## config.mk

```make
export PLATFORM = sky130hd
export DESIGN_NAME = rmadd_queue
export DESIGN_NICKNAME = d
export VERILOG_FILES = /design/src/rtl/rmadd_pkg.sv /design/src/rtl/rmadd_queue.sv
export SDC_FILE = /design/constraint.sdc
export NUM_CORES = 1
export LEC_CHECK = 0
export BUFFER_PORTS_ARGS = -buffer_cell sky130_fd_sc_hd__buf_4
export CORE_MARGIN = 1.5
export CORE_UTILIZATION = 47
export DETAILED_ROUTE_END_ITERATION = 10
export PLACE_DENSITY = 0.7
export SETUP_SLACK_MARGIN = 0.05
export SLEW_MARGIN = 20
export SYNTH_ARGS = -nofsm -noshare
export SYNTH_HDL_FRONTEND = slang
export SYNTH_SLANG_ARGS = --single-unit
export TNS_END_PERCENT = 50
```

## constraint.sdc

```tcl
create_clock -name clk -period 14.5 [get_ports clk]
set_input_delay 2.9 -clock clk [delete_from_list [all_inputs] [get_ports clk]]
set_output_delay 2.9 -clock clk [all_outputs]
set_load 0.02 [all_outputs]
```

## src/rtl/rmadd_pkg.sv

```systemverilog
package rmadd_pkg;

	localparam int INT_W  = 64;
	localparam int NUM_W  = 64;
	localparam int DEN_W  = 63;
	localparam int WIDE_W = 192;
	localparam int CNT_W  = 6;

	localparam logic [NUM_W-1:0] LIM = NUM_W'((65'd1 << (INT_W - 1)) - 65'd1);

	localparam logic CFG_STEP_NUM = 1'b0;
	localparam logic CFG_STEP_DEN = 1'b1;

	typedef struct packed {
		logic             err;
		logic             neg;
		logic [NUM_W-1:0] nmag;
		logic [DEN_W-1:0] dval;
	} item_t;

	typedef enum logic [1:0] {
		F_IDLE,
		F_MUL,
		F_COMB
	} front_state_t;

	typedef enum logic [1:0] {
		B_IDLE,
		B_GCD,
		B_DIV,
		B_DONE
	} back_state_t;

endpackage

```

## src/rtl/rmadd_queue.sv

```systemverilog
module rmadd_queue import rmadd_pkg::*; (
	input  logic  clk,
	input  logic  arst_n,
	input  logic  wr_valid,
	output logic  wr_ready,
	input  item_t wr_item,
	output logic  rd_valid,
	input  logic  rd_ready,
	output item_t rd_item
);

	item_t      mem_q [2];
	logic       wr_ptr_q, rd_ptr_q;
	logic [1:0] cnt_q;
	logic       do_wr, do_rd;

	assign wr_ready = (cnt_q != 2'd2);
	assign rd_valid = (cnt_q != 2'd0);
	assign rd_item  = mem_q[rd_ptr_q];
	assign do_wr    = wr_valid && wr_ready;
	assign do_rd    = rd_valid && rd_ready;

	always_ff @(posedge clk or negedge arst_n) begin
		if (!arst_n) begin
			wr_ptr_q <= 1'b0;
			rd_ptr_q <= 1'b0;
			cnt_q    <= 2'd0;
		end else begin
			if (do_wr) wr_ptr_q <= ~wr_ptr_q;
			if (do_rd) rd_ptr_q <= ~rd_ptr_q;
			cnt_q <= cnt_q + 2'(do_wr) - 2'(do_rd);
		end
	end

	always_ff @(posedge clk) begin
		if (do_wr) mem_q[wr_ptr_q] <= wr_item;
	end

endmodule

```

== Yosys cells after proc, flatten, opt, wreduce, memory -nomap -nowiden ==
Memory sizes are Yosys's and may differ from the RTL's.
Index checks and enable logic that the tools add are counted.
Cells by class
  equality and inequality tests: 1
  shift operators: 0
  reductions and logical operators: 3
  bitwise logic cells: 2
  magnitude comparators: 0
  add/sub/neg operators: 2
  $mul: 0
  mux-type cells: 2
  div/mod/pow operators: 0
Operators with widths (number)
  $add 2x1->2: 1
  $logic_and 1x1->1: 2
  $mux 1: 2
  $ne 2x2->1 const B: 1
  $not 1->1: 2
  $reduce_bool 2->1: 1
  $sub 2x1->2: 1
Word-level totals
  output and inout port bits: 131
  memory bits (read-only): 0
  flip-flop bits (word level): 4
  bits in latches: 0
  logic and storage cells: 14
  RAM bits: 258
  memories kept: 1
Memories
  mem_q: words 2, bits a word 129, read ports 1, clocked after memory_dff 0, write ports 1, RTL line rmadd_queue.sv:12  | item_t mem_q [2];

== Logic depth before layout (Yosys ltp) ==
Gate-level depths: netlist (run 1).
  depth in word-level cells: 4
  mapped depth: 7
  depth with buffers taken out: 7

== Worst setup path before layout (run 1) ==
No wires, ideal clock.
  kind: input port to flip-flop
  start: input port wr_valid
  end: memory mem_q[0][0] in the netlist's numbering, enable pin
  data arrival time: 8360 ps
  required time: 13881 ps
  library setup time: 619 ps
  slack: 5521 ps
  cell stages on the path: 2
  path through: nand2_1 nor2_1
On the way
  longest elaborated chain between the ends: 3
Ends and longest elaborated chain
  start, declared: RTL line rmadd_queue.sv:4  | input logic wr_valid,
  $logic_and 1x1->1: RTL line rmadd_queue.sv:20  | assign do_wr = wr_valid && wr_ready;
  $mux 1: RTL line rmadd_queue.sv:36  | if (do_wr) mem_q[wr_ptr_q] <= wr_item;
  $mux 1 (implied by the code): RTL line rmadd_queue.sv:36
  end, declared: RTL line rmadd_queue.sv:12
Every way passes these cells.

==> results of run 1 <==
through the flow:
step | std cells | power [mW]
finish | 984 | 2.643
global route | 984 | 2.760
CTS | 984 | 2.679
detailed placement | 936 | 2.028
global placement | 936 | 2.007
floorplan | 418 | 1.701
critical path, stage by stage, from the launching register on:
cell	delay [ps]
dfrtp_4	830
buf_6	700
mux2_2	420
buf_4	160
area by class of cell:
class,count,area share [%]
inverter,1,0.02983
tap,265,2.635
multi-input combinational,141,12.38
clock inverter,7,0.6563
sequential,262,62.39
timing repair buffer,267,15.96
clock buffer,41,5.946
flip-flops by register name, summed over array words and instances, names as in the netlist:
signal    flops
wr_ptr_q      1
cnt_q         2
rd_ptr_q      1
mem_q       258
layout by cell type, fill, tap and decap left out, types with 2 or more instances in the layout:
| master | n |
|---|---|
| buf_4 | 266 |
| bufinv_16 | 2 |
| clkbuf_1 | 12 |
| clkbuf_16 | 27 |
| clkbuf_8 | 2 |
| clkinv_1 | 2 |
| clkinv_2 | 3 |
| dfrtp_1 | 3 |
| edfxtp_1 | 258 |
| ha_1 | 2 |
| mux2_2 | 129 |
| xnor2_1 | 3 |
cells by family after synthesis:
group,Yosys count,synth area share (%)
and+or+nand+nor,6,0.3414
adders and majority gates,2,0.2625
xor gates and xnor gates,4,0.3676
buffers and inverters,15,1.457
muxes,129,15.24
DFF,262,82.33
power by group through the flow:
stage	combinational, mW	sequential (mW)	clock [mW]
global route	0.954	1.12	0.691
CTS	0.916	1.10	0.663
floorplan	0.595	1.11	0
detailed placement	0.911	1.12	0
global placement	0.903	1.10	0
finish	0.900	1.10	0.646
worst max path at each step:
| stage | from | to | cells past startpoint |
|---|---|---|---|
| 2_1_floorplan | wr_valid | mem_q[0][0]$_DFFE_PP_ | 2 |
| 3_3_place_gp | wr_valid | mem_q[0][21]$_DFFE_PP_ | 5 |
| 3_5_place_dp | wr_valid | mem_q[0][21]$_DFFE_PP_ | 5 |
| 4_1_cts | rd_ptr_q$_DFFE_PN0P_ | rd_item[79] | 3 |
| 5_1_grt | rd_ptr_q$_DFFE_PN0P_ | rd_item[9] | 3 |
| 6_report | rd_ptr_q$_DFFE_PN0P_ | rd_item[72] | 3 |
routing by layer:
metal | wire, um | up-vias | GRT usage [%]
met5 | 0 | - | 0
met4 | 441 | 0 | 5.357
met3 | 1453 | 32 | 5.110
met2 | 9364 | 183 | 29.24
met1 | 6779 | 2402 | 19.75
li1 | - | 2223 | -
==> impl_metrics.json, run 1 <==
{
  "drt-total-wl_mm": 18.04,
  "peakVddDrop_mv": 0.1551,
  "switching_share_pct": 30.72,
  "grt_pass1_vias": 5225,
  "rsz0062_at_grt": "false",
  "timing.final.ws_setup_ps": 8914,
  "cap_violations": 0,
  "r2r_slack_ps": 11400,
  "setup_violations": 0,
  "power_switching_uw": 812.0,
  "drive_gt1_share_pct": 60.36,
  "cts_resized": 0,
  "detailed_place_hpwl_mm": 11.81,
  "multi_input_area_um2": 1558,
  "clock_latency_ps": 510,
  "post_cts_buffers": 0,
  "async_reset_ff_share_pct": 1.527,
  "finish.utilization_pct": 64.02,
  "crit_path_end_kind": "output pin",
  "initial_core_util_pct": 48.50,
  "final_nets": 834,
  "syn_to_final_growth_pct": 32.02,
  "synth_seq_cells": 262,
  "hold_viol_final": 0,
  "placed_area_um2": 11750,
  "r2r_end": "mem_q[0][48]$_DFFE_PP_",
  "syn_avg_cell_area_um2": 22.80,
  "grt_use_total_pct": 16.71,
  "yosysUniqueCellTypes": 16,
  "synthTopCellsByArea": "edfxtp_1 (81%), mux2_2 (15%), buf_6 (1.2%), dfrtp_1 (1.1%), xnor2_1 (0.28%)",
  "htreeDepth": 1,
  "powerDensity_nw_per_um2": 210.1,
  "hold_path_depth": 1,
  "nFillCells": 1393,
  "r2r_start": "cnt_q[1]$_DFF_PN0_",
  "dp_slack_ps": 8935,
  "finalClockSkew_ps": 5.397,
  "synth_edf_count": 258,
  "tns_ps": 0,
  "core_um2": 19650,
  "pwr-share-comb_pct": 34.0,
  "diodes": 0,
  "fin_crit_sh_pct": 38.52,
  "die-area_um2": 21140,
  "intPower_mw": 1.831,
  "routed_via_density": 4.919,
  "die_x_um": 145.4,
  "grt_pass1_wl_mm": 27.73,
  "crit_fanout": 85,
  "syn-num-nets": 553,
  "die_h_um": 145.4,
  "path_class": "reg2out",
  "vias": 4840,
  "clock_path_buffers": 3,
  "wire_per_inst_um": 18.33,
  "cts_tree": "done",
  "leakage_nw": 4.684,
  "yosysWarnings": 0,
  "clkPwrFrac_pct": 24.4,
  "cts_root_buf": "clkbuf_16",
  "remaining_drc_errors": 0,
  "ys_top_cells_by_count": "edfxtp_1 (258), mux2_2 (129), buf_6 (10)",
  "holdPathEnd": "cnt_q[0]$_DFF_PN0_",
  "antenna_left": 0,
  "drt_iter0_markers": 270,
  "maxSlewViolCount": 0,
  "max_freq_mhz": 179.0,
  "cp.arrival_ps": 2690,
  "synthCells": 418,
  "clk_pin_slew_ps": 60,
  "numPortBuffers": 263,
  "worstHoldPathType": "reg2reg",
  "startpoint_type": "flip-flop",
  "netlist_area_um2": 9532,
  "ctsHoldBuffers": 0,
  "rr_worst_depth": 5,
  "grt-ovfl-total": 0,
  "yosys.area.top_type": "edfxtp_1",
  "postLayoutCellArea_um2": 12580,
  "num_rows": 51,
  "synth_ff_type": "edfxtp_1",
  "grt_max_degree": 86,
  "yosysTopAreaCellShare_pct": 81.28,
  "slew_headroom_pct": 36.21,
  "cts_sinks": 262,
  "required_ps": 11600,
  "fin_crit_ps": 5586,
  "p_seq_share_pct": 41.5,
  "antenna_found_initial": 0,
  "pin_count": 264,
  "numCtsBuffers": 26,
  "ys_seq_area_share_pct": 82.33,
  "firstDrtPassIters": 4,
  "seq_area_um2": 7851,
  "holdWs_ps": 535.2,
  "synth.most_common_cell": "edfxtp_1",
  "status": "completed",
  "hold_path_startpoint": "cnt_q[0]$_DFF_PN0_",
  "worst_pin_slew_ps": 956.8,
  "routabilityCongestion": 0.7224
}
(Power assumes the default switching activity.)
==> inputs of run 2 (changes only) <==
==> constraint.sdc (replaced) <==
create_clock -name clk -period 5.34 [get_ports clk]
set_input_delay 1.068 -clock clk [delete_from_list [all_inputs] [get_ports clk]]
set_output_delay 1.068 -clock clk [all_outputs]
set_load 0.02 [all_outputs]
==> run 2 against run 1 <==
Compared with the run above:
- core utilization is 0.71 points higher
- sequential power grew to 2.7 times the previous value
- global-route usage is 0.12 points higher
- via count is 0.93% lower
- highest routed layer unchanged
- critical path depth stayed put
- flip-flop and latch count stayed put
- non-clock buffer count stayed put
- clock skew is 7.8 ps higher
- sequential share of layout area is 0.69 points lower
- routed wire length is 0.81% higher
- power grew to 2.8 times the previous value
==> impl_metrics.json, run 2 (synthesis gave the netlist of run 1 again) <==
{
  "setup_violations": 0,
  "power_switching_mw": 2.238,
  "syn_to_final_growth_pct": 33.49,
  "cts_root_buf": "clkbuf_16",
  "num_rows": 51,
  "switching_share_pct": 30.35,
  "final_nets": 835,
  "path_depth": 3,
  "cts_tree": "done",
  "firstDrtPassIters": 4,
  "ctsHoldBuffers": 0,
  "drt-total-wl_mm": 18.18,
  "slew_headroom_pct": 41.93,
  "startpoint_type": "flip-flop",
  "layout_common_cells": "buf_4 (264), edfxtp_1 (258), mux2_2 (129), clkbuf_16 (27)",
  "largest_reg_flops": 258,
  "crit_fanout": 77,
  "finalClockSkew_ps": 13.23,
  "remaining_drc_errors": 0,
  "htreeDepth": 1,
  "dp_slack_ps": 2289,
  "initial_core_util_pct": 48.50,
  "fin_crit_sh_pct": 66.85,
  "max_freq_mhz": 280.1,
  "routed_via_density": 4.863,
  "cp.arrival_ps": 2500,
  "routabilityCongestion": 0.7933,
  "grt_pass1_vias": 5157,
  "crit_path_cell_trace": "buf_12, mux2_2, buf_4",
  "intPower_mw": 5.136,
  "die_x_um": 145.4,
  "r2r_slack_ps": 3070,
  "grt_pass1_wl_mm": 27.95,
  "clock_path_buffers": 3,
  "required_ps": 4270,
  "tns_ps": 0,
  "top_register": "mem_q",
  "core_um2": 19650,
  "rr_worst_depth": 4,
  "r2r_start": "cnt_q[1]$_DFF_PN0_",
  "path_class": "reg2out",
  "antenna_left": 0,
  "crit_buf_inv": 2,
  "clk_pin_slew_ps": 60,
  "die-area_um2": 21140,
  "p_seq_share_pct": 40.6,
  "placed_area_um2": 11790,
  "final_common_cell": "buf_4",
  "die_h_um": 145.4,
  "diodes": 0,
  "vias": 4795,
  "detailed_place_hpwl_mm": 11.96,
  "pin_count": 264,
  "drive_gt1_share_pct": 61.30,
  "wire_per_inst_um": 18.44,
  "timing.final.ws_setup_ps": 1770,
  "critPathLaunch": "rd_ptr_q$_DFFE_PN0P_",
  "worst_pin_slew_ps": 871.1,
  "pwr-share-comb_pct": 33.3,
  "clock_latency_ps": 520,
  "hold_viol_final": 0,
  "post_cts_buffers": 0,
  "slowest_delay_ps": 890,
  "slowest_stage": "dfrtp_4",
  "clkPwrFrac_pct": 26.1,
  "status": "completed",
  "endpoint": "rd_item[77]",
  "grt_use_total_pct": 16.83,
  "leakage_nw": 4.747,
  "antenna_found_initial": 0,
  "cts_sinks": 262,
  "cap_violations": 0,
  "critical_path.top_delay_family": "flip-flops",
  "numPortBuffers": 263,
  "powerDensity_nw_per_um2": 579.6,
  "grt_max_degree": 78,
  "maxSlewViolCount": 0,
  "r2r_end": "mem_q[0][73]$_DFFE_PP_",
  "postLayoutCellArea_um2": 12720,
  "fin_crit_ps": 3570,
  "grt-ovfl-total": 0,
  "cts_resized": 0,
  "top_regs": "mem_q: 258 flops, cnt_q: 2 flops",
  "crit_path_end_kind": "output pin",
  "numCtsBuffers": 27,
  "peakVddDrop_mv": 0.3491,
  "worstHoldPathType": "in2async",
  "rsz0062_at_grt": "false",
  "drt_iter0_markers": 202
}
==> run 2: worst min-delay path by stage <==
stage	start	end	slack (ps)	cells after the start
2_1_floorplan	wr_ptr_q$_DFFE_PN0N_	wr_ptr_q$_DFFE_PN0N_	480	1
3_3_place_gp	cnt_q[0]$_DFF_PN0_	cnt_q[0]$_DFF_PN0_	490	1
3_5_place_dp	cnt_q[0]$_DFF_PN0_	cnt_q[0]$_DFF_PN0_	530	1
4_1_cts	arst_n	cnt_q[1]$_DFF_PN0_	320	1
5_1_grt	arst_n	cnt_q[1]$_DFF_PN0_	310	1
6_report	arst_n	cnt_q[1]$_DFF_PN0_	340	1
==> run 2: metrics by stage <==
step | hold WS [ps] | util, % | instances | power (mW)
2_1_floorplan | 478.8 | - | 418 | 4.595
3_3_place_gp | 493.1 | 59.97 | 936 | 5.473
3_5_place_dp | 527.6 | 59.97 | 936 | 5.524
4_1_cts | 315.0 | 64.74 | 986 | 7.473
5_1_grt | 314.6 | 64.74 | 986 | 7.688
6_report | 335.9 | 64.74 | 986 | 7.375
==> run 2: final cells by class <==
cell class / instances / area, um2
multi-input combinational: 141 / 1558
clock buffer: 34 / 721.9
clock inverter: 16 / 215.2
sequential: 262 / 7851
tap: 265 / 331.6
inverter: 1 / 3.754
timing repair buffer: 267 / 2042
fill: 1409 / 6930
==> run 2: layer usage <==
metal / routed length (um) / GRT usage, %
met5: 0 / 0
met4: 259 / 3.980
met3: 1661 / 5.361
met2: 9022 / 28.48
met1: 7241 / 21.23
==> run 2: power groups by stage <==
stage	registers [mW]	logic, mW	clock network [mW]
2_1_floorplan	2.98	1.62	0
3_3_place_gp	3.02	2.46	0
6_report	2.99	2.46	1.93
3_5_place_dp	3.04	2.48	0
5_1_grt	3.04	2.60	2.05
4_1_cts	3.00	2.50	1.97
==> run 2: worst reg2reg max path: stages, from the launching register on <==
cell and delay, ps:
dfrtp_1 400, nand2b_1 130, nand2_1 150, nor2_4 570
buf_4 620
