## config.mk

```make
export PLATFORM = sky130hd
export DESIGN_NAME = rmadd_back
export DESIGN_NICKNAME = d
export VERILOG_FILES = /design/src/rtl/rmadd_pkg.sv /design/src/rtl/rmadd_back.sv
export SDC_FILE = /design/constraint.sdc
export NUM_CORES = 2
export LEC_CHECK = 0
export BUFFER_PORTS_ARGS = -buffer_cell sky130_fd_sc_hd__buf_2
export CAP_MARGIN = 20
export CORE_MARGIN = 4
export CORE_UTILIZATION = 35
export CTS_BUF_LIST = sky130_fd_sc_hd__clkbuf_8
export CTS_CLUSTER_SIZE = 40
export DETAILED_ROUTE_END_ITERATION = 12
export SYNTH_ARGS = -nofsm -noshare
export SYNTH_HDL_FRONTEND = slang
export SYNTH_SLANG_ARGS = --single-unit
```

## constraint.sdc

```tcl
create_clock -name clk -period 14.6 [get_ports clk]
set_input_delay 0.73 -clock clk [delete_from_list [all_inputs] [get_ports clk]]
set_output_delay 0.73 -clock clk [all_outputs]
set_load 0.02 [all_outputs]
```

## src/rtl/rmadd_pkg.sv

```systemverilog
package rmadd_pkg;

	localparam int INT_W  = 64;
	localparam int NUM_W  = 64;
	localparam int DEN_W  = 63;
	localparam int WIDE_W = 192;
	localparam int CNT_W  = 6;

	localparam logic [NUM_W-1:0] LIM = NUM_W'((65'd1 << (INT_W - 1)) - 65'd1);

	localparam logic CFG_STEP_NUM = 1'b0;
	localparam logic CFG_STEP_DEN = 1'b1;

	typedef struct packed {
		logic             err;
		logic             neg;
		logic [NUM_W-1:0] nmag;
		logic [DEN_W-1:0] dval;
	} item_t;

	typedef enum logic [1:0] {
		F_IDLE,
		F_MUL,
		F_COMB
	} front_state_t;

	typedef enum logic [1:0] {
		B_IDLE,
		B_GCD,
		B_DIV,
		B_DONE
	} back_state_t;

endpackage

```

## src/rtl/rmadd_back.sv

```systemverilog
module rmadd_back import rmadd_pkg::*; (
	input  logic             clk,
	input  logic             arst_n,
	input  logic             pop_valid,
	output logic             pop,
	input  item_t            pop_item,
	output logic             out_valid,
	input  logic             out_ready,
	output logic [NUM_W-1:0] out_num,
	output logic [DEN_W-1:0] out_den,
	output logic             out_err
);

	back_state_t state_q, state_d;

	logic             err_q, neg_q;
	logic [NUM_W-1:0] a_q, b_q, g_q;
	logic [CNT_W-1:0] k_q, cnt_q;
	logic [NUM_W-1:0] dn_q, dd_q;
	logic [NUM_W-1:0] rn_q, rd_q;
	logic             out_valid_q, out_err_q;
	logic [NUM_W-1:0] out_num_q;
	logic [DEN_W-1:0] out_den_q;

	logic             gcd_done, div_done, out_free;
	logic [NUM_W:0]   rn2, rd2;

	assign gcd_done = (a_q == '0);
	assign div_done = (cnt_q == CNT_W'(NUM_W - 1));
	assign out_free = !out_valid_q || out_ready;
	assign rn2      = {rn_q, dn_q[NUM_W-1]};
	assign rd2      = {rd_q, dd_q[NUM_W-1]};

	always_comb begin
		state_d = state_q;
		case (state_q)
			B_IDLE: if (pop_valid) state_d = pop_item.err ? B_DONE : B_GCD;
			B_GCD:  if (gcd_done) state_d = B_DIV;
			B_DIV:  if (div_done) state_d = B_DONE;
			B_DONE: if (out_free) state_d = B_IDLE;
			default: state_d = B_IDLE;
		endcase
	end

	always_comb begin
		pop = (state_q == B_IDLE);
	end

	always_ff @(posedge clk or negedge arst_n) begin
		if (!arst_n) begin
			state_q     <= B_IDLE;
			out_valid_q <= 1'b0;
		end else begin
			state_q <= state_d;
			if (state_q == B_DONE && out_free) out_valid_q <= 1'b1;
			else if (out_ready) out_valid_q <= 1'b0;
		end
	end

	always_ff @(posedge clk) begin
		case (state_q)
			B_IDLE: begin
				if (pop_valid) begin
					err_q <= pop_item.err;
					neg_q <= pop_item.neg;
					a_q   <= pop_item.nmag;
					b_q   <= NUM_W'(pop_item.dval);
					dn_q  <= pop_item.nmag;
					dd_q  <= NUM_W'(pop_item.dval);
					k_q   <= '0;
				end
			end
			B_GCD: begin
				// binary gcd, one step per cycle
				if (gcd_done) begin
					g_q   <= b_q << k_q;
					rn_q  <= '0;
					rd_q  <= '0;
					cnt_q <= '0;
				end else if (!a_q[0] && !b_q[0]) begin
					a_q <= a_q >> 1;
					b_q <= b_q >> 1;
					k_q <= k_q + CNT_W'(1);
				end else if (!a_q[0]) begin
					a_q <= a_q >> 1;
				end else if (!b_q[0]) begin
					b_q <= b_q >> 1;
				end else if (a_q >= b_q) begin
					a_q <= (a_q - b_q) >> 1;
				end else begin
					b_q <= (b_q - a_q) >> 1;
				end
			end
			B_DIV: begin
				// restoring division of both terms by the gcd
				if (rn2 >= {1'b0, g_q}) begin
					rn_q <= NUM_W'(rn2 - {1'b0, g_q});
					dn_q <= {dn_q[NUM_W-2:0], 1'b1};
				end else begin
					rn_q <= rn2[NUM_W-1:0];
					dn_q <= {dn_q[NUM_W-2:0], 1'b0};
				end
				if (rd2 >= {1'b0, g_q}) begin
					rd_q <= NUM_W'(rd2 - {1'b0, g_q});
					dd_q <= {dd_q[NUM_W-2:0], 1'b1};
				end else begin
					rd_q <= rd2[NUM_W-1:0];
					dd_q <= {dd_q[NUM_W-2:0], 1'b0};
				end
				cnt_q <= cnt_q + CNT_W'(1);
			end
			B_DONE: begin
				if (out_free) begin
					out_err_q <= err_q;
					out_num_q <= err_q ? '0 : (neg_q ? (~dn_q + NUM_W'(1)) : dn_q);
					out_den_q <= err_q ? '0 : dd_q[DEN_W-1:0];
				end
			end
			default: ;
		endcase
	end

	assign out_valid = out_valid_q;
	assign out_num   = out_num_q;
	assign out_den   = out_den_q;
	assign out_err   = out_err_q;

endmodule

```

; ---- Yosys cells after proc, flatten, opt, wreduce, memory -nomap -nowiden
; Index checks and enable logic that the tools add are counted.
[word_totals]
ff_bits = 593
latchBits = 0
mem_bits_rw = 0
romBits = 0
in_bits = 133
output_inout_bits = 130
elab_cells = 105
n_memories = 0
[classes]
add_sub_neg = 7
n_mul = 0
n_div = 0
magnitude_cmp = 3
n_eq_ne = 14
shifts = 1
muxes = 38
n_bitwise = 1
reduce_logical = 23
[ops]
columns = op, count
row1 = $mux W64, 16
row2 = $pmux W64 S2, 6
row3 = $sub A64 B64 Y64, 4
row4 = $ge A65 B64 Y1, 2
row5 = $add A64 B1 Y64 const B, 1
row6 = $ge A64 B64 Y1, 1
row7 = $logic_not A64 Y1, 1
row8 = $not A64 Y64, 1
row9 = $shl A64 B6 Y64, 1
row10 = $mux W6, 4
row11 = $pmux W6 S2, 2
row12 = $add A6 B1 Y6 const B, 2
row13 = $ne A2 B2 Y1 const B, 6
row14 = $ne A4 B4 Y1 const B, 3
row15 = $reduce_and A4 Y1, 3
row16 = $mux W2, 5
row17 = $reduce_and A2 Y1, 5
row18 = $reduce_and A5 Y1, 2
row19 = $pmux W2 S4, 1
row20 = $reduce_bool A2 Y1, 4
row21 = $eq A6 B6 Y1 const B, 1
row22 = $eq A2 B2 Y1 const B, 2
row23 = $mux W1, 4
row24 = $logic_not A1 Y1, 3
row25 = 6 further kinds, 7

; ---- Depth between registers and ports, before layout
[depth]
depth_word = 7
mapped_depth = 16
ltp_nobuf = 14

; ---- Worst setup path after synthesis
; Ideal clock, no wire load.
[synth_path]
path_kind = reg-to-reg
startpoint = register state_q[0]
endpoint = register cnt_q[0] (enable)
setup_time_ns = 0.812
arrival_ns = 10.706
setup_slack_ns = 3.082
path_stages_with_launch = 8
path_cell_list = dfrtp_1 > inv_1 > ha_1 > clkbuf_1 > inv_1 > clkbuf_1 > clkbuf_1 > o21ai_0
[synth_between]
elab_chain_cells = 3
word_cells_on_any_way = 5
[synth_lines]
columns = element, line
row1 = from (decl), rmadd_back.sv:14  ; back_state_t state_q, state_d;
row2 = from (signal assigned), rmadd_back.sv:54  ; state_q <= state_d;
row3 = $eq A2 B1 Y1 or $eq A2 B2 Y1 (tied branches), rmadd_back.sv:61  ; case (state_q)
row4 = $ne A2 B2 Y1 (no source line) or $reduce_bool A2 Y1 (tied branches), -
row5 = $reduce_and A2 Y1 (no source line) (*), -
row6 = to (signal assigned), rmadd_back.sv:110  ; cnt_q <= cnt_q + CNT_W'(1);
row7 = to (decl), rmadd_back.sv:18  ; logic [CNT_W-1:0] k_q, cnt_q;
; Every way passes the cells marked *; elsewhere a longest branch is shown, timed or not.
; A chain may end at the register's enable or synchronous reset.

; ---- Worst setup path in the final report
[layout_path]
startpoint = register a_q[0]
endpoint = register a_q[41] (data pin)
[layout_between]
elab_chain_cells = 7
word_cells_on_any_way = 9
[layout_lines]
columns = element, line
row1 = from (decl), rmadd_back.sv:17  ; logic [NUM_W-1:0] a_q, b_q, g_q;
row2 = from (signal assigned), rmadd_back.sv:66  ; a_q <= pop_item.nmag;
row3 = from (signal assigned), rmadd_back.sv:81  ; a_q <= a_q >> 1;
row4 = from (signal assigned), rmadd_back.sv:85  ; a_q <= a_q >> 1;
row5 = $sub A64 B64 Y64, rmadd_back.sv:89  ; a_q <= (a_q - b_q) >> 1;
row6 = $mux W64, rmadd_back.sv:88  ; end else if (a_q >= b_q) begin
row7 = $mux W64, rmadd_back.sv:86  ; end else if (!b_q[0]) begin
row8 = $mux W64, rmadd_back.sv:84  ; end else if (!a_q[0]) begin
row9 = $mux W64 (*), rmadd_back.sv:80  ; end else if (!a_q[0] && !b_q[0]) begin
row10 = $mux W64 (*), rmadd_back.sv:75  ; if (gcd_done) begin
row11 = $pmux W64 S2 (*), rmadd_back.sv:61
; Every way passes the cells marked *; elsewhere a longest branch is shown, timed or not. The select of a mux whose other input is x is not followed.

==> out/summary.log <==
qor: outcome.status completed
qor: setup_path.crit_path_top_delay_cell nand2_1
qor: hold_path.holdPathStages 1
qor: setup_path.cpMostUsedCell nand2_1
qor: place.gpl.final_weighted_congestion 0.967
qor: synth.synth.ff_latch_count 592
qor: route.drt.antenna.violating_nets 0
qor: cts.cts_num_sinks 592
qor: timing.skew 0.0811 ns
qor: timing.timing_worst_slew_pin_value 1.06 ns
qor: synth.yosys.area.top_type edfxtp_1
qor: synth.synth_top_area_share 39.2%
qor: setup_path.path_buf_inv 2
qor: cts.cts-root-to-sink-buffers 3
qor: timing.final_min_period_over_clock_period 38.8%
qor: job.cap_violations 0
qor: setup_path.largest_fanout_of_any_net_on_the_critical_path 23
qor: setup_path.critical_path.startpoint_type flip-flop
qor: synth.synth_seq_area_share 39.4%
qor: setup_path.worst-r2r-setup-slack 8.94 ns
qor: layout.layout.cell_area.non_filler 49,900 sq um
qor: synth.nets_in_the_synthesized_netlist 5,282
qor: cts.cts_max_level 3
qor: synth.netlist_top_cells_area edfxtp_1 (39%), ha_1 (7.3%), a21oi_1 (5.9%), nor2_1 (4.1%), mux2_2 (3.6%)
qor: floorplan.die-height 367 um
qor: route.detail_route.drc_violations 0
qor: cts.cts.repair.resized 0
qor: cts.clk_root_buffer_cell clkbuf_8
qor: place.place.detailed.hpwl 120,000 um
qor: route.route.vias.total 38,600
qor: setup_path.regToRegStartpoint a_q[0]
qor: cts.cts_tree built
qor: global_routing.antenna_found_initial 10
qor: timing.drv_slew 0
qor: place.dp_slack 8.92 ns
qor: timing.timing.final.crit_period 5.66 ns
qor: timing.grt_setup_unrepaired no
qor: floorplan.die_width 367 um
qor: route.detail_route.first_pass.iterations 6
qor: global_routing.gr-usage-all-layers 22.1%
qor: setup_path.timing.critical_path.arrival 6.21 ns
qor: cts.clkTransAtPathRegs 0.07 ns
qor: layout.flow.area_growth_from_synthesis 10.6%
qor: setup_path.series_of_cell_instances_along_the_critical_path inv_1 -> ha_1 -> fa_1 -> nand2b_1 -> a21oi_1 -> o311ai_0 -> a211oi_1 -> or4_1 -> o2111a_1 -> nor4_1 -> nand2_1 -> and3_1 -> buf_4 -> nand2_1 -> o221ai_1
qor: floorplan.design.portCount 263
qor: timing.fmaxAchievable 177 MHz
qor: cts.numCtsBuffers 110
qor: timing.timing.final.hold_violations 0
qor: synth.post_synth_top_flop edfxtp_1
qor: timing.report.final.setup_viol 0
qor: synth.synthCells 4,881
qor: synth.syn-cell-area 45,100 sq um
qor: setup_path.crit_path_max_incr_delay 0.66 ns
qor: synth.postSynth.asyncResetShare 0.507%
qor: hold_path.hold_path.class input port to flip-flop
qor: timing.worst_slew_margin 28.9%
qor: setup_path.cp.required 15.15 ns
qor: global_routing.grt_pass1_wl 233,000 um
qor: synth.yosys.cell_types.count 78
qor: hold_path.hold_endpoint err_q
qor: hold_path.min_from pop_item[128]
qor: floorplan.floorplan.rows 131
qor: layout.drive_gt1_share 13.8%
qor: floorplan.core_area 128,000 sq um
qor: cts.clkLatencyLatePin 0.85 ns
qor: global_routing.grt_start_max_net_pins 129
qor: route.viasPerCell 5.72
qor: synth.synth_edf_count 589
qor: route.drt-wirelength-per-cell 22.9 um
qor: timing.final.hold.worst_slack 0.160 ns
qor: setup_path.worst_r2r_endpoint a_q[41]
qor: floorplan.floorplan.initialDensity 35.3%
qor: route.detail_route.iter0.violations 3,775
qor: setup_path.cp-end-kind flip-flop
qor: synth.synth-warning-count 0
qor: timing.final.setup.worst_slack 8.94 ns
qor: layout.final_stage_net_count 5,395
qor: setup_path.setup.worst_path.class flip-flop to flip-flop
qor: route.drt-total-wl 155,000 um
qor: place.place.port_buffers 262
qor: cts.cts_post_setup_buffers_inserted 0
qor: setup_path.cpLargestDelayFamily simple AND/OR/NAND/NOR gates
qor: global_routing.grt.overflow.total 0
qor: setup_path.r2r_cells 15
qor: place.detailed_place.area 47,800 sq um
qor: timing.fin_setup_tns 0 ns
qor: global_routing.grt_pass1_vias 37,300
qor: synth.synthesis.area_per_instance 9.24 sq um
qor: floorplan.dieArea 135,000 sq um
layout make-up:
type,count,area (sq um)
Inverter,278,1050
Fill cell,12900,77900
Clock inverter,87,542
Sequential cell,592,17800
Clock buffer,113,1560
Timing Repair Buffer,303,1650
Tap cell,1662,2080
Antenna cell,6,15.0
Multi-Input combinational cell,3709,25300
registers in the layout, indices dropped and copies added, names as in the netlist, 63 cells and up:
| signal | count |
|---|---|
| a_q | 64 |
| b_q | 63 |
| dd_q | 64 |
| dn_q | 64 |
| g_q | 64 |
| out_den | 63 |
| out_num | 64 |
| rd_q | 64 |
| rn_q | 64 |
per-layer routing:
metal	global-route usage, %	wire (um)	up-vias
met5	0	41	-
met4	8.50	6290	6
met3	3.73	11700	300
met2	34.8	69000	1444
met1	30.4	67700	18800
li1	-	-	18100
synth_stat cells (108+ instances only):
| cell | number |
|---|---|
| a21oi_1 | 530 |
| edfxtp_1 | 589 |
| xor2_1 | 139 |
| clkbuf_1 | 271 |
| o21ai_0 | 328 |
| mux2_2 | 146 |
| nand2_1 | 400 |
| nor2_1 | 494 |
| inv_1 | 275 |
| a21o_1 | 108 |
| ha_1 | 264 |
| xnor2_1 | 166 |
how the worst max path moves through the flow:
stage	slack (ns)	startpoint	cells after the start	endpoint
2_1_floorplan	3.08	state_q[0]	7	cnt_q[0]
3_3_place_gp	8.99	a_q[0]	15	a_q[22]
3_5_place_dp	8.92	a_q[0]	15	a_q[41]
4_1_cts	8.92	a_q[0]	15	a_q[22]
5_1_grt	8.61	a_q[0]	15	a_q[41]
6_report	8.94	a_q[0]	15	a_q[41]
what timing repair did:
action                                  in CTS  in global routing
endpoints found under the hold margin        3                  0
hold buffers                                 1                  0
endpoints found under the setup margin       0                  0
worst register-to-register path, stage by stage (launching register included):
cell and delay, ns:
edfxtp_1 0.52, inv_1 0.16, ha_1 0.22, fa_1 0.20
nand2b_1 0.15, a21oi_1 0.13, o311ai_0 0.44, a211oi_1 0.22
or4_1 0.50, o2111a_1 0.15, nor4_1 0.50, nand2_1 0.66
and3_1 0.46, buf_4 0.23, nand2_1 0.61, o221ai_1 0.25
metrics by stage:
| stage | utilization [%] | instances |
|---|---|---|
| finish | 39.0 | 6750 |
| global route | 39.0 | 6746 |
| CTS | 39.0 | 6743 |
| detailed placement | 37.4 | 6542 |
| global placement | 37.3 | 6541 |
| floorplan | - | 4881 |
layout by cell type, fill, tap and decap left out, types with 107 or more instances in the layout:
cell and n:
ha_1 262, xnor2_1 166, xor2_1 139, buf_2 263
nand2_1 400, o21ai_0 327, inv_1 301, a21o_1 107
nor2_1 493, a21oi_1 530, edfxtp_1 589, mux2_2 146
clkbuf_8 113
cell families (layout without fill, tap and decap cells):
logic type               Yosys count  in the layout  synth area share (%)
AO/OA/AOI/OAI                   1444           1444                  19.6
AND/OR/NAND/NOR                 1400           1400                  14.3
flip-flops                       592            592                  39.4
buffers and inverters            580            781                  4.83
XOR/XNOR                         305            305                  5.92
multiplexers                     292            292                  8.44
adder cells (fa/ha/maj)          268            268                  7.50
other                              0              6                     0
Power is left out: the tool's default activity adds up to more than one toggle a clock period on the data nets, which glitch-free logic cannot reach.
